--- config.mk ---
export PLATFORM = sky130hd
export DESIGN_NAME = base64_stream_decoder_top
export DESIGN_NICKNAME = d
export VERILOG_FILES = /design/src/sv/b64d_pkg.sv /design/src/sv/base64_stream_decoder_top.sv /design/src/sv/b64d_in_reg.sv /design/src/sv/b64d_core.sv /design/src/sv/b64d_out_ser.sv
export SDC_FILE = /design/constraint.sdc
export NUM_CORES = 1
export LEC_CHECK = 0
export ABC_AREA = 1
export BUFFER_PORTS_ARGS = -buffer_cell sky130_fd_sc_hd__buf_4
export CORE_MARGIN = 5
export CORE_UTILIZATION = 30
export CTS_CLUSTER_DIAMETER = 120
export DETAILED_ROUTE_END_ITERATION = 12
export PLACE_DENSITY = 0.45
export SLEW_MARGIN = 20
export SYNTH_ARGS = -nofsm -noshare
export SYNTH_HDL_FRONTEND = slang
export SYNTH_SLANG_ARGS = --single-unit
--- constraint.sdc ---
create_clock -name aclk -period 3.1 [get_ports aclk]
set_input_delay 0.155 -clock aclk [delete_from_list [all_inputs] [get_ports aclk]]
set_output_delay 0.155 -clock aclk [all_outputs]
set_load 0.02 [all_outputs]
--- src/sv/b64d_pkg.sv ---
`timescale 1ns / 1ps
// ============================================================================
// b64d_pkg
// Shared types, constants and the character decode function of the base64
// stream decoder.
// ============================================================================
package b64d_pkg;

    localparam int LENGTH_WIDTH_DEFAULT = 16;
    localparam int CFG_WIDTH            = 16;
    localparam int LENGTH_RESET         = 20;

    localparam logic [7:0] PAD_CHAR    = 8'h3d;
    localparam logic [7:0] PLUS_CHAR   = 8'h2b;
    localparam logic [7:0] SLASH_CHAR  = 8'h2f;
    localparam logic [5:0] PLUS_SEXTET = 6'h3e;
    localparam logic [5:0] SLASH_SEXTET = 6'h3f;
    localparam logic [7:0] HIGH_PAIR_MASK = 8'hc0;

    // One input word as held in the input register.
    typedef struct packed {
        logic [7:0] symbol;
        logic       frame_start;
    } in_item_t;

    // One decoded group handed from the decode core to the output serializer.
    typedef struct packed {
        logic [2:0][7:0] bytes;   // bytes[0] leaves first
        logic [1:0]      count;   // number of bytes to emit, 1 to 3
        logic            fin;     // the last byte of this group ends the frame
        logic            status;  // error flag reported with the final byte
    } group_t;

    // Result of the character lookup: an invalid flag and the sextet value.
    typedef struct packed {
        logic       bad;
        logic [5:0] sextet;
    } sextet_t;

    // Maps one character to its sextet. Padding decodes as zero; anything
    // outside the alphabet is flagged and also decodes as zero.
    function automatic sextet_t sextet_of(input logic [7:0] c);
        sextet_t r;
        r.bad    = 1'b0;
        r.sextet = 6'd0;
        if (c >= 8'h41 && c <= 8'h5a) begin
            r.sextet = 6'(c - 8'h41);
        end else if (c >= 8'h61 && c <= 8'h7a) begin
            r.sextet = 6'(c - 8'h61 + 8'd26);
        end else if (c >= 8'h30 && c <= 8'h39) begin
            r.sextet = 6'(c - 8'h30 + 8'd52);
        end else if (c == PLUS_CHAR) begin
            r.sextet = PLUS_SEXTET;
        end else if (c == SLASH_CHAR) begin
            r.sextet = SLASH_SEXTET;
        end else if (c == PAD_CHAR) begin
            r.sextet = 6'd0;
        end else begin
            r.bad = 1'b1;
        end
        return r;
    endfunction

endpackage

--- src/sv/base64_stream_decoder_top.sv ---
`timescale 1ns / 1ps
// ============================================================================
// base64_stream_decoder_top
// Streaming base64 decoder: one character word in, decoded byte words out.
// ============================================================================
//
//  Channel  Dir  Payload                                  Handshake
//  -------  ---  ---------------------------------------  ----------------
//  s_       in   tdata: symbol[7:0]; tuser: frame_start   tvalid / tready
//  m_       out  tdata: data_byte[7:0]; tlast: last;      tvalid / tready
//                tuser: status
//  cfg_     in   cfg_wdata: decoded_length                cfg_we, no wait
//
// The decoder takes one character word per cycle while the output is taken. A
// word waits in the input register and is decoded against the frame state
// there; every fourth character of a group loads up to three bytes into the
// output serializer at the next edge, which sends one byte per cycle while
// m_tready is high. The serializer's single drain port sets the throughput:
// three bytes per four characters keeps it below one word per cycle, so the
// input runs at full rate while the output is taken.
// The serializer register offers a group's first byte once it is loaded.
// Reset is synchronous and active low; it empties both registers, clears the
// frame state and sets decoded_length to 20. A stalled output holds the
// current group; the input register then fills and s_tready drops.
//
// The frame start flag restarts the frame with the current decoded_length.
// Characters outside the alphabet decode as zero and set the error status;
// '=' decodes as zero, and is required in the unused places of the final
// group. The status bit on tuser is only ever set together with tlast.
//
module base64_stream_decoder_top #(
    parameter int LENGTH_WIDTH = b64d_pkg::LENGTH_WIDTH_DEFAULT
) (
    input  logic                            aclk,
    input  logic                            aresetn,
    // Configuration: decoded_length, written when cfg_we is high.
    input  logic                            cfg_we,
    input  logic [b64d_pkg::CFG_WIDTH-1:0]  cfg_wdata,
    // Character words.
    input  logic                            s_tvalid,
    output logic                            s_tready,
    input  logic [7:0]                      s_tdata,   // [7:0] symbol
    input  logic                            s_tuser,   // [0] frame_start
    // Decoded byte words.
    output logic                            m_tvalid,
    input  logic                            m_tready,
    output logic [7:0]                      m_tdata,   // [7:0] data_byte
    output logic                            m_tlast,   // last byte of the frame
    output logic                            m_tuser    // [0] status
);
    import b64d_pkg::*;

    in_item_t s_item;
    in_item_t held_item;
    logic     held_valid;
    logic     advance;
    logic     grp_load;
    logic     can_load;
    group_t   grp;

    assign s_item.symbol      = s_tdata;
    assign s_item.frame_start = s_tuser;

    b64d_in_reg u_in_reg (
        .aclk      (aclk),
        .aresetn   (aresetn),
        .s_tvalid  (s_tvalid),
        .s_tready  (s_tready),
        .item_i    (s_item),
        .advance_i (advance),
        .valid_o   (held_valid),
        .item_o    (held_item)
    );

    b64d_core #(
        .LENGTH_WIDTH (LENGTH_WIDTH)
    ) u_core (
        .aclk           (aclk),
        .aresetn        (aresetn),
        .cfg_we         (cfg_we),
        .cfg_wdata      (cfg_wdata),
        .in_valid_i     (held_valid),
        .in_item_i      (held_item),
        .out_can_load_i (can_load),
        .advance_o      (advance),
        .grp_load_o     (grp_load),
        .grp_o          (grp)
    );

    b64d_out_ser u_out_ser (
        .aclk       (aclk),
        .aresetn    (aresetn),
        .load_i     (grp_load),
        .grp_i      (grp),
        .can_load_o (can_load),
        .m_tvalid   (m_tvalid),
        .m_tready   (m_tready),
        .m_tdata    (m_tdata),
        .m_tlast    (m_tlast),
        .m_tuser    (m_tuser)
    );

    // The error status is only reported on the final byte of a frame.
    a_status_with_last: assert property (@(posedge aclk) disable iff (!aresetn)
        m_tvalid && m_tuser |-> m_tlast)
        else $error("status set on a byte that does not end the frame");

    // Reset leaves no byte pending on the output.
    a_reset_empties: assert property (@(posedge aclk)
        !aresetn |=> !m_tvalid)
        else $error("output word pending right after reset");

    // An empty input register never refuses a word.
    a_empty_accepts: assert property (@(posedge aclk) disable iff (!aresetn)
        !held_valid |-> s_tready)
        else $error("input stalled while the input register is empty");

    // A group is only loaded when the decode core takes the held word.
    a_load_needs_word: assert property (@(posedge aclk) disable iff (!aresetn)
        grp_load |-> held_valid && can_load)
        else $error("group loaded without a held word or room in the output");

endmodule

--- src/sv/b64d_in_reg.sv ---
`timescale 1ns / 1ps
// ============================================================================
// b64d_in_reg
// Input register: holds one character word until the decode core takes it.
// ============================================================================
module b64d_in_reg (
    input  logic                aclk,
    input  logic                aresetn,
    input  logic                s_tvalid,
    output logic                s_tready,
    input  b64d_pkg::in_item_t  item_i,
    input  logic                advance_i,
    output logic                valid_o,
    output b64d_pkg::in_item_t  item_o
);
    import b64d_pkg::*;

    logic     valid_reg, valid_next;
    in_item_t item_reg, item_next;

    // A new word may enter when the register is empty or is drained now.
    assign s_tready = !valid_reg || advance_i;

    always_comb begin
        valid_next = valid_reg;
        item_next  = item_reg;
        if (s_tvalid && s_tready) begin
            valid_next = 1'b1;
            item_next  = item_i;
        end else if (advance_i) begin
            valid_next = 1'b0;
        end
    end

    always_ff @(posedge aclk) begin
        if (!aresetn) begin
            valid_reg <= 1'b0;
        end else begin
            valid_reg <= valid_next;
        end
        item_reg <= item_next;
    end

    assign valid_o = valid_reg;
    assign item_o  = item_reg;

endmodule

--- src/sv/b64d_core.sv ---
`timescale 1ns / 1ps
// ============================================================================
// b64d_core
// Decode core: frame and group state, length register and group assembly.
// ============================================================================
module b64d_core #(
    parameter int LENGTH_WIDTH = b64d_pkg::LENGTH_WIDTH_DEFAULT
) (
    input  logic                             aclk,
    input  logic                             aresetn,
    input  logic                             cfg_we,
    input  logic [b64d_pkg::CFG_WIDTH-1:0]   cfg_wdata,
    input  logic                             in_valid_i,
    input  b64d_pkg::in_item_t               in_item_i,
    input  logic                             out_can_load_i,
    output logic                             advance_o,
    output logic                             grp_load_o,
    output b64d_pkg::group_t                 grp_o
);
    import b64d_pkg::*;

    logic [LENGTH_WIDTH-1:0] len_reg, len_next;
    logic [LENGTH_WIDTH-1:0] owed_reg, owed_next;
    logic [17:0]             held_reg, held_next;
    logic [1:0]              pos_reg, pos_next;
    logic                    err_reg, err_next;

    logic [LENGTH_WIDTH-1:0] owed_eff;
    logic [17:0]             held_eff;
    logic [1:0]              pos_eff;
    logic                    err_eff;
    logic                    is_pad;
    logic                    emit;
    sextet_t                 sx;
    logic [5:0]              s0, s1, s2;
    logic [1:0]              n;

    always_comb begin
        len_next = len_reg;
        if (cfg_we) begin
            len_next = LENGTH_WIDTH'(32'(cfg_wdata));
        end
    end

    always_comb begin
        // A frame start clears the frame state before this character counts.
        owed_eff = in_item_i.frame_start ? len_reg : owed_reg;
        held_eff = in_item_i.frame_start ? 18'd0 : held_reg;
        pos_eff  = in_item_i.frame_start ? 2'd0 : pos_reg;
        err_eff  = in_item_i.frame_start ? 1'b0 : err_reg;

        is_pad = (in_item_i.symbol == PAD_CHAR);
        sx     = sextet_of(in_item_i.symbol);
        emit   = (owed_eff != '0) && (pos_eff == 2'd3);

        s0 = held_eff[17:12];
        s1 = held_eff[11:6];
        s2 = held_eff[5:0];
        n  = (owed_eff < LENGTH_WIDTH'(3)) ? owed_eff[1:0] : 2'd3;

        owed_next = owed_eff;
        held_next = held_eff;
        pos_next  = pos_eff;
        err_next  = err_eff;

        grp_o.bytes[0] = {s0, s1[5:4]};
        grp_o.bytes[1] = {s1[3:0], s2[5:2]};
        grp_o.bytes[2] = ({s2[1:0], 6'd0} & HIGH_PAIR_MASK) | {2'b00, sx.sextet};
        grp_o.count    = n;
        grp_o.fin      = (owed_eff <= LENGTH_WIDTH'(3));
        grp_o.status   = 1'b0;

        if (owed_eff != '0) begin
            err_next = err_eff | sx.bad;
            if (pos_eff != 2'd3) begin
                // The third character must be padding when only one byte is owed.
                if (pos_eff == 2'd2 && owed_eff == LENGTH_WIDTH'(1) && !is_pad) begin
                    err_next = 1'b1;
                end
                held_next = {held_eff[11:0], sx.sextet};
                pos_next  = pos_eff + 2'd1;
            end else begin
                // The fourth character must be padding in a short final group.
                if (owed_eff < LENGTH_WIDTH'(3) && !is_pad) begin
                    err_next = 1'b1;
                end
                grp_o.status = err_next;
                pos_next     = 2'd0;
                held_next    = 18'd0;
                owed_next    = owed_eff - LENGTH_WIDTH'(n);
                if (owed_next == '0) begin
                    err_next = 1'b0;
                end
            end
        end
    end

    assign advance_o  = in_valid_i && (!emit || out_can_load_i);
    assign grp_load_o = advance_o && emit;

    always_ff @(posedge aclk) begin
        if (!aresetn) begin
            len_reg  <= LENGTH_WIDTH'(LENGTH_RESET);
            owed_reg <= '0;
            held_reg <= 18'd0;
            pos_reg  <= 2'd0;
            err_reg  <= 1'b0;
        end else begin
            len_reg <= len_next;
            if (advance_o) begin
                owed_reg <= owed_next;
                held_reg <= held_next;
                pos_reg  <= pos_next;
                err_reg  <= err_next;
            end
        end
    end

endmodule

--- src/sv/b64d_out_ser.sv ---
`timescale 1ns / 1ps
// ============================================================================
// b64d_out_ser
// Output serializer: holds one decoded group and sends its bytes one a cycle while m_tready is high.
// ============================================================================
module b64d_out_ser (
    input  logic              aclk,
    input  logic              aresetn,
    input  logic              load_i,
    input  b64d_pkg::group_t  grp_i,
    output logic              can_load_o,
    output logic              m_tvalid,
    input  logic              m_tready,
    output logic [7:0]        m_tdata,
    output logic              m_tlast,
    output logic              m_tuser
);
    import b64d_pkg::*;

    logic [2:0][7:0] bytes_reg, bytes_next;
    logic [1:0]      cnt_reg, cnt_next;
    logic            fin_reg, fin_next;
    logic            status_reg, status_next;
    logic            pop;

    assign m_tvalid   = (cnt_reg != 2'd0);
    assign pop        = m_tvalid && m_tready;
    // A new group may land when the buffer is empty or its last byte leaves now.
    assign can_load_o = (cnt_reg == 2'd0) || (cnt_reg == 2'd1 && m_tready);

    always_comb begin
        bytes_next  = bytes_reg;
        cnt_next    = cnt_reg;
        fin_next    = fin_reg;
        status_next = status_reg;
        if (load_i) begin
            bytes_next  = grp_i.bytes;
            cnt_next    = grp_i.count;
            fin_next    = grp_i.fin;
            status_next = grp_i.status;
        end else if (pop) begin
            bytes_next = {8'd0, bytes_reg[2], bytes_reg[1]};
            cnt_next   = cnt_reg - 2'd1;
        end
    end

    always_ff @(posedge aclk) begin
        if (!aresetn) begin
            cnt_reg <= 2'd0;
        end else begin
            cnt_reg <= cnt_next;
        end
        bytes_reg  <= bytes_next;
        fin_reg    <= fin_next;
        status_reg <= status_next;
    end

    assign m_tdata = bytes_reg[0];
    assign m_tlast = fin_reg && (cnt_reg == 2'd1);
    assign m_tuser = m_tlast && status_reg;

endmodule

==> flow_summary.yaml, run 1 <==
run_status:
  result_of_the_run: "completed"
route:
  drt_iter0_markers: 311
  drc_errors_left: 0
  wl_per_cell_um: 14.2
  finalWirelength_um: 13800
  detail_route.vias_per_cell: 4.86
  drt.antenna.violating_nets: 0
  drt_pass1_iterations: 5
  route.vias.total: 4727
sta:
  final.setup_skew_ns: 0.00708
  period_share_pct: 90.8
  actual_slew_at_the_worst_max_slew_pin_ns: 0.526
  report.final.hold_viol_count: 0
  timing.slew.headroom_pct: 64.9
  fmax_mhz: 355
  finalWorstPathRequiredPeriod_ns: 2.81
  slew_viols_final: 0
  timing.final.setup_violations: 0
placed_design:
  dp_hpwl_um: 9480
  port_buffers: 41
  placer_congestion_estimate: 0.908
worst_setup_path:
  cp-end-kind: "flop"
  required_ns: 3.35
  worstRegToRegCells: 23
  critical-path-slowest-cell: "sky130_fd_sc_hd__edfxtp_1"
  reg2reg_from: "u_in_reg.item_o[0]"
  slowest_delay_ns: 0.46
  worst_path_most_repeated_cell: "sky130_fd_sc_hd__nand2_1"
  crit_path_cell_trace: "buf_4 -> buf_4 -> nand2_1 -> nand2_1 -> nor2_4 -> nand2_1 -> nor2_2 -> nand2_1 -> nand3_1 -> ha_2 -> inv_2 -> nand2_1 -> nand2_1 -> nor2_1 -> nand3_1 -> nor2_1 -> nand3_1 -> nor2_1 -> nand3_1 -> nor2_1 -> nand2_1 -> nand2_1 -> a21oi_1"
  worstReg2RegEnd: "u_core.err_reg"
  crit_fanout: 7
  worst-endpoint-arrival_ns: 3.06
  reg2reg_slack_ns: 0.29
  worstSetupPathType: "reg -> reg"
  worst-path-buf-inv: 3
  critical-path-top-delay-family: "simple AND/OR/NAND/NOR gates"
  worst_setup_path_start_kind: "flop"
final_layout:
  nFillCells: 1778
  multi_input_area_sq_um: 2520
  num-nets-final: 790
  final_cell_mix: "sky130_fd_sc_hd__nand2_1 (170), sky130_fd_sc_hd__nor2_1 (112), sky130_fd_sc_hd__o21ai_0 (72)"
  synthToLayoutAreaGrowth_pct: 19.9
  layout.area.seq_sq_um: 2170
  largest_register_ff_count: 18
  share_of_cells_above_drive_strength_1_pct: 15.3
  most_common_cell_after_layout_fill_and_taps_aside: "sky130_fd_sc_hd__nand2_1"
  diodes: 0
  finalCoreUtilization_pct: 36.7
clock_network:
  tritoncts.num_buffers: 9
  cts.htree.levels: 3
  worst_skew_pair.late_latency_ns: 0.35
  cts.sink_count: 91
  cts_max_path_buffers: 2
  cts_tree: "yes"
  clock_tree.root_cell: "sky130_fd_sc_hd__clkbuf_16"
  clk_transition_reported_paths_ns: 0.07
grt:
  largest_net_degree_at_the_start_of_global_routing: 47
  grt_first_pass_wirelength_um: 22300
  grt_pass1_vias: 4443
  globalRouteTotalUtil_pct: 13.9
  antenna_found_initial: 0
  overflow: 0
floorplanning:
  core.rowCount: 47
  floorplan_core_area_sq_um: 16600
  start_util_pct: 30.6
  io-pin-count: 42
  design.die.area_sq_um: 19700
  die_width_um: 140
  die_height_um: 140
job:
  maxCapViolations: 0
pwr:
  power.combinational.fraction_pct: 19.0
  pwr_density_cell_nw_per_um2: 498
  power.share.sequential_pct: 44.8
  p_switching_uw: 937
  vdd.ir_drop.worst_uv: 269
  post-layout-total-power_mw: 3.04
  power_frac_clock_pct: 36.2
  p_leak_nw: 2.59
  switching_share_pct: 30.8
  internal-power_mw: 2.10
hold_path:
  min_path_cells: 3
  hold_ep: "u_core.len_reg[2]"
  hold_path_class: "in -> reg"
  hold_path_origin: "cfg_wdata[2]"
logic_synthesis:
  yosysSeqAreaShare_pct: 42.7
  post_synthesis_net_count: 742
  synth_warnings: 0
  syn-instance-count: 700
  synth.ff_latch_count: 91
  ys_types: 37
  post_synth.cell_area_avg_sq_um: 7.27
  mappedNetlistArea_sq_um: 5090
layer usage:
metal	share of wire [%]	routed length (um)	vias to the layer above	track usage (%)
met5	0	0	-	0
met4	1.4	193	0	3.93
met3	5.0	687	18	3.07
met2	47	6440	127	22.5
met1	47	6500	2179	18.7
li1	-	-	2403	-
layout make-up:
cell class	count	share of cell area, %
Timing Repair inverter	1	0.102
Inverter	52	3.30
Sequential cell	91	35.6
Clock inverter	7	1.21
Tap cell	220	4.51
Clock buffer	9	3.69
Timing Repair Buffer	75	10.3
Multi-Input combinational cell	518	41.3
cell usage after synthesis:
cell	instances	area share, %
sky130_fd_sc_hd__o211ai_1	6	0.88
sky130_fd_sc_hd__edfxtp_1	35	21
sky130_fd_sc_hd__nor2_4	1	0.22
sky130_fd_sc_hd__o311ai_1	1	0.17
sky130_fd_sc_hd__o22ai_1	16	2.0
sky130_fd_sc_hd__nor3b_1	1	0.15
sky130_fd_sc_hd__o21ai_2	1	0.17
sky130_fd_sc_hd__o21ai_1	13	1.3
sky130_fd_sc_hd__nand3_1	26	2.6
sky130_fd_sc_hd__clkinv_1	1	0.074
sky130_fd_sc_hd__nand2_4	1	0.22
sky130_fd_sc_hd__nand4_1	6	0.74
sky130_fd_sc_hd__a211oi_1	2	0.29
sky130_fd_sc_hd__nand2_2	8	0.98
sky130_fd_sc_hd__clkinv_2	1	0.098
sky130_fd_sc_hd__o21bai_1	2	0.29
sky130_fd_sc_hd__nand2_1	172	13
sky130_fd_sc_hd__nor2_1	115	8.5
sky130_fd_sc_hd__xnor2_1	2	0.34
sky130_fd_sc_hd__ha_1	12	2.9
sky130_fd_sc_hd__nor3_1	4	0.39
sky130_fd_sc_hd__nand3_2	2	0.39
sky130_fd_sc_hd__nand3_4	1	0.34
sky130_fd_sc_hd__xor2_1	8	1.4
sky130_fd_sc_hd__a21oi_1	35	3.4
sky130_fd_sc_hd__buf_4	11	1.6
sky130_fd_sc_hd__or2_2	1	0.12
sky130_fd_sc_hd__buf_2	9	0.88
sky130_fd_sc_hd__o31ai_1	3	0.44
sky130_fd_sc_hd__dfxtp_1	56	22
sky130_fd_sc_hd__clkbuf_1	14	1.0
sky130_fd_sc_hd__inv_2	4	0.29
sky130_fd_sc_hd__buf_6	5	1.1
sky130_fd_sc_hd__o21ai_0	72	7.1
sky130_fd_sc_hd__inv_1	46	3.4
sky130_fd_sc_hd__nor2_2	4	0.49
sky130_fd_sc_hd__a31oi_1	3	0.37
power groups by stage:
stage / clock network (mW) / registers, mW / logic [mW]
finish: 1.10 / 1.36 / 0.578
detailed placement: 0 / 1.39 / 0.542
global route: 1.18 / 1.37 / 0.650
floorplan: 0 / 1.37 / 0.391
CTS: 1.14 / 1.36 / 0.554
global placement: 0 / 1.39 / 0.543
tightest hold or removal path, delay by kind of cell:
family	cells	cell delay, ns
AO/OA/AOI/OAI	2	0.11
buffers and inverters	1	0.08
worst max path at each step:
stage,startpoint,end,slack [ns],depth (start not counted)
after global routing,u_in_reg.item_o[0],u_core.err_reg,-0.0005,21
after detailed placement,u_in_reg.item_o[0],u_core.err_reg,0.12,20
after global placement,u_in_reg.item_o[0],u_core.err_reg,0.22,20
after floorplan,u_in_reg.item_o[0],u_core.err_reg,0.49,21
after CTS,u_in_reg.item_o[0],u_core.err_reg,0.11,20
final,u_in_reg.item_o[0],u_core.err_reg,0.29,23
logic make-up (layout without fill, tap and decap cells):
group | count (synthesis) | count (layout) | share of synthesized area [%]
fa+ha+maj | 12 | 12 | 2.95
simple gates | 342 | 342 | 27.8
flops | 91 | 91 | 42.7
compound gates | 154 | 154 | 16.4
xor+xnor | 10 | 10 | 1.72
buf+inv | 91 | 144 | 8.50
stage by stage:
stage          cells  instance area (sq um)  hold slack [ns]  setup TNS (ns)  worst slack (ns)
3_5_place_dp     939                   5600            0.335               0             0.123
5_1_grt          973                   6100           0.0207       -0.000512         -0.000512
6_report         973                   6100           0.0117               0             0.286
2_1_floorplan    700                   5090            0.254               0             0.490
3_3_place_gp     939                   5600            0.335               0             0.216
4_1_cts          964                   5990          0.00585               0             0.111
timing repair:
item / 4_1_cts / 5_1_grt
setup buffers: 0 / 8
gates resized for setup: 0 / 17
hold endpoints to repair: 9 / 0
hold buffers: 9 / 0
endpoints found under the setup margin: 0 / 3
Power figures use the tool's default switching activity.
==> run 2: changes to the inputs <==
--- a/config.mk
+++ b/config.mk
@@ -8,11 +8,11 @@
 export ABC_AREA = 1
 export BUFFER_PORTS_ARGS = -buffer_cell sky130_fd_sc_hd__buf_4
 export CORE_MARGIN = 5
-export CORE_UTILIZATION = 30
+export CORE_UTILIZATION = 54
 export CTS_CLUSTER_DIAMETER = 120
 export DETAILED_ROUTE_END_ITERATION = 12
-export PLACE_DENSITY = 0.45
-export SLEW_MARGIN = 20
+export PLACE_DENSITY = 0.72
+export SLEW_MARGIN = 10
 export SYNTH_ARGS = -nofsm -noshare
 export SYNTH_HDL_FRONTEND = slang
 export SYNTH_SLANG_ARGS = --single-unit
==> flow_summary.yaml, run 2 (same netlist as run 1, synthesis figures left out) <==
run_status:
  result_of_the_run: "completed"
clock_network:
  clock_tree.root_cell: "sky130_fd_sc_hd__clkbuf_8"
  cts_tree: "yes"
  tritoncts.num_buffers: 9
  cts_max_path_buffers: 2
  clk_transition_reported_paths_ns: 0.10
  cts.htree.levels: 3
  worst_skew_pair.late_latency_ns: 0.37
  cts.sink_count: 91
worst_setup_path:
  reg2reg_from: "u_in_reg.item_o[0]"
  crit_path_cell_trace: "buf_4 -> buf_2 -> o21ai_4 -> nand2_1 -> nand2_1 -> nor2_2 -> nand2_1 -> nand2_1 -> ha_2 -> inv_1 -> nand3_1 -> nor2_2 -> nand3_1 -> nand2_1 -> nand2_1 -> nor2_1 -> nand3_1 -> nor2_1 -> nand2_1 -> nand2_1 -> a21oi_1"
  critical-path-top-delay-family: "simple AND/OR/NAND/NOR gates"
  worstSetupPathType: "reg -> reg"
  worst-path-buf-inv: 3
  slowest_delay_ns: 0.40
  worst_setup_path_start_kind: "flop"
  setup.worst_path.start: "u_in_reg.item_o[0]"
  worst_path_most_repeated_cell: "sky130_fd_sc_hd__nand2_1"
  critical-path-slowest-cell: "sky130_fd_sc_hd__edfxtp_1"
  required_ns: 3.36
  worst-endpoint-arrival_ns: 3.14
  crit_fanout: 8
  cp-end-kind: "flop"
final_layout:
  share_of_cells_above_drive_strength_1_pct: 14.9
  largest_register_ff_count: 18
  num-nets-final: 791
  synthToLayoutAreaGrowth_pct: 14.6
  final_design_area_no_fill_sq_um: 5840
  finalNonFillerCells: 865
  final_cell_mix: "sky130_fd_sc_hd__nand2_1 (169), sky130_fd_sc_hd__nor2_1 (112), sky130_fd_sc_hd__o21ai_0 (72)"
  most_common_cell_after_layout_fill_and_taps_aside: "sky130_fd_sc_hd__nand2_1"
  diodes: 0
  finalCoreUtilization_pct: 63.5
pwr:
  vdd.ir_drop.worst_uv: 255
  pwr_density_cell_nw_per_um2: 470
  p_leak_nw: 2.53
sta:
  report.final.hold_viol_count: 0
  timing.final.setup_violations: 0
  finalWorstPathRequiredPeriod_ns: 2.88
  actual_slew_at_the_worst_max_slew_pin_ns: 0.455
  finalHoldWorstSlack_ns: 0.00878
  period_share_pct: 93.0
  fmax_mhz: 347
  slew_viols_final: 0
  timing.slew.headroom_pct: 69.6
  setup-tns-final_ns: 0
  final.setup_skew_ns: 0.0155
route:
  finalWirelength_um: 13000
  drt_pass1_iterations: 5
  route.vias.total: 4771
  drt.antenna.violating_nets: 0
  drc_errors_left: 0
  drt_iter0_markers: 370
  wl_per_cell_um: 15.1
  detail_route.vias_per_cell: 5.52
floorplanning:
  start_util_pct: 55.4
  design.die.area_sq_um: 11500
  die_height_um: 107
  core.rowCount: 35
  die_width_um: 107
  floorplan_core_area_sq_um: 9200
  io-pin-count: 42
placed_design:
  port_buffers: 41
  dp_hpwl_um: 9130
  placer_congestion_estimate: 0.978
  dpl_cell_area_sq_um: 5440
  placed_cells: 832
grt:
  largest_net_degree_at_the_start_of_global_routing: 47
  grt_first_pass_wirelength_um: 21500
  antenna_found_initial: 0
  grt_pass1_vias: 4336
  overflow: 0
  globalRouteTotalUtil_pct: 23.2
job:
  maxCapViolations: 0
hold_path:
  hold_path_class: "in -> reg"
  hold_path_origin: "cfg_wdata[10]"
-- run 2: cell count changes in the layout (fill, tap and decap cells not counted), moves of 2 or more --
cell and delta:
sky130_fd_sc_hd__buf_12 -3, sky130_fd_sc_hd__clkbuf_16 -9, sky130_fd_sc_hd__clkbuf_8 +9, sky130_fd_sc_hd__clkinv_4 -2
sky130_fd_sc_hd__dlygate4sd3_1 +3
-- run 2: final cells by class --
cell class	instances	area [sq um]
Tap cell	111	139
Inverter	52	201
Timing Repair inverter	1	6.26
Fill cell	838	3360
Timing Repair Buffer	76	602
Multi-Input combinational cell	518	2520
Sequential cell	91	2170
Clock inverter	7	70.1
Clock buffer	9	124
-- run 2: worst min-delay path: cells and delay by family --
kind          cells  cell delay [ns]
buf+inv           1             0.08
simple gates      2             0.11
-- run 2: path summary, 6_finish.rpt --
path / endpoint / slack (ns) / cells past startpoint
worst min-delay path: u_core.len_reg[10] / 0.009 / 3
worst max register to register: u_core.err_reg / 0.22 / 21
worst min register to register: u_core.owed_reg[15] / 0.47 / 2
worst max-delay path: u_core.err_reg / 0.22 / 21
-- run 2: report_power, final --
group	switching [mW]	internal (mW)	leakage [nW]
clock network	0.491	0.314	0.100
logic	0.368	0.209	1.66
registers	0.0439	1.32	0.773
total	0.903	1.84	2.53
-- run 2: per-stage QoR --
stage | power, mW | setup slack, ns
CTS | 2.73 | 0.0907
global route | 2.88 | -0.0144
global placement | 1.92 | 0.265
detailed placement | 1.92 | 0.117
floorplan | 1.76 | 0.490
finish | 2.74 | 0.216
-- run 2: layer usage --
| metal | global-route usage (%) | share of wire, % |
|---|---|---|
| met1 | 34.1 | 48 |
| met2 | 35.0 | 43 |
| met3 | 5.42 | 7.8 |
| met4 | 4.02 | 0.91 |
| met5 | 0 | 0 |
-- run 2: timing repair --
action                                  CTS  global route
endpoints found under the setup margin    0             4
endpoints found under the hold margin    12             0
buffers inserted                          0             3
gates resized for setup                   0            15
hold buffers                             12             0
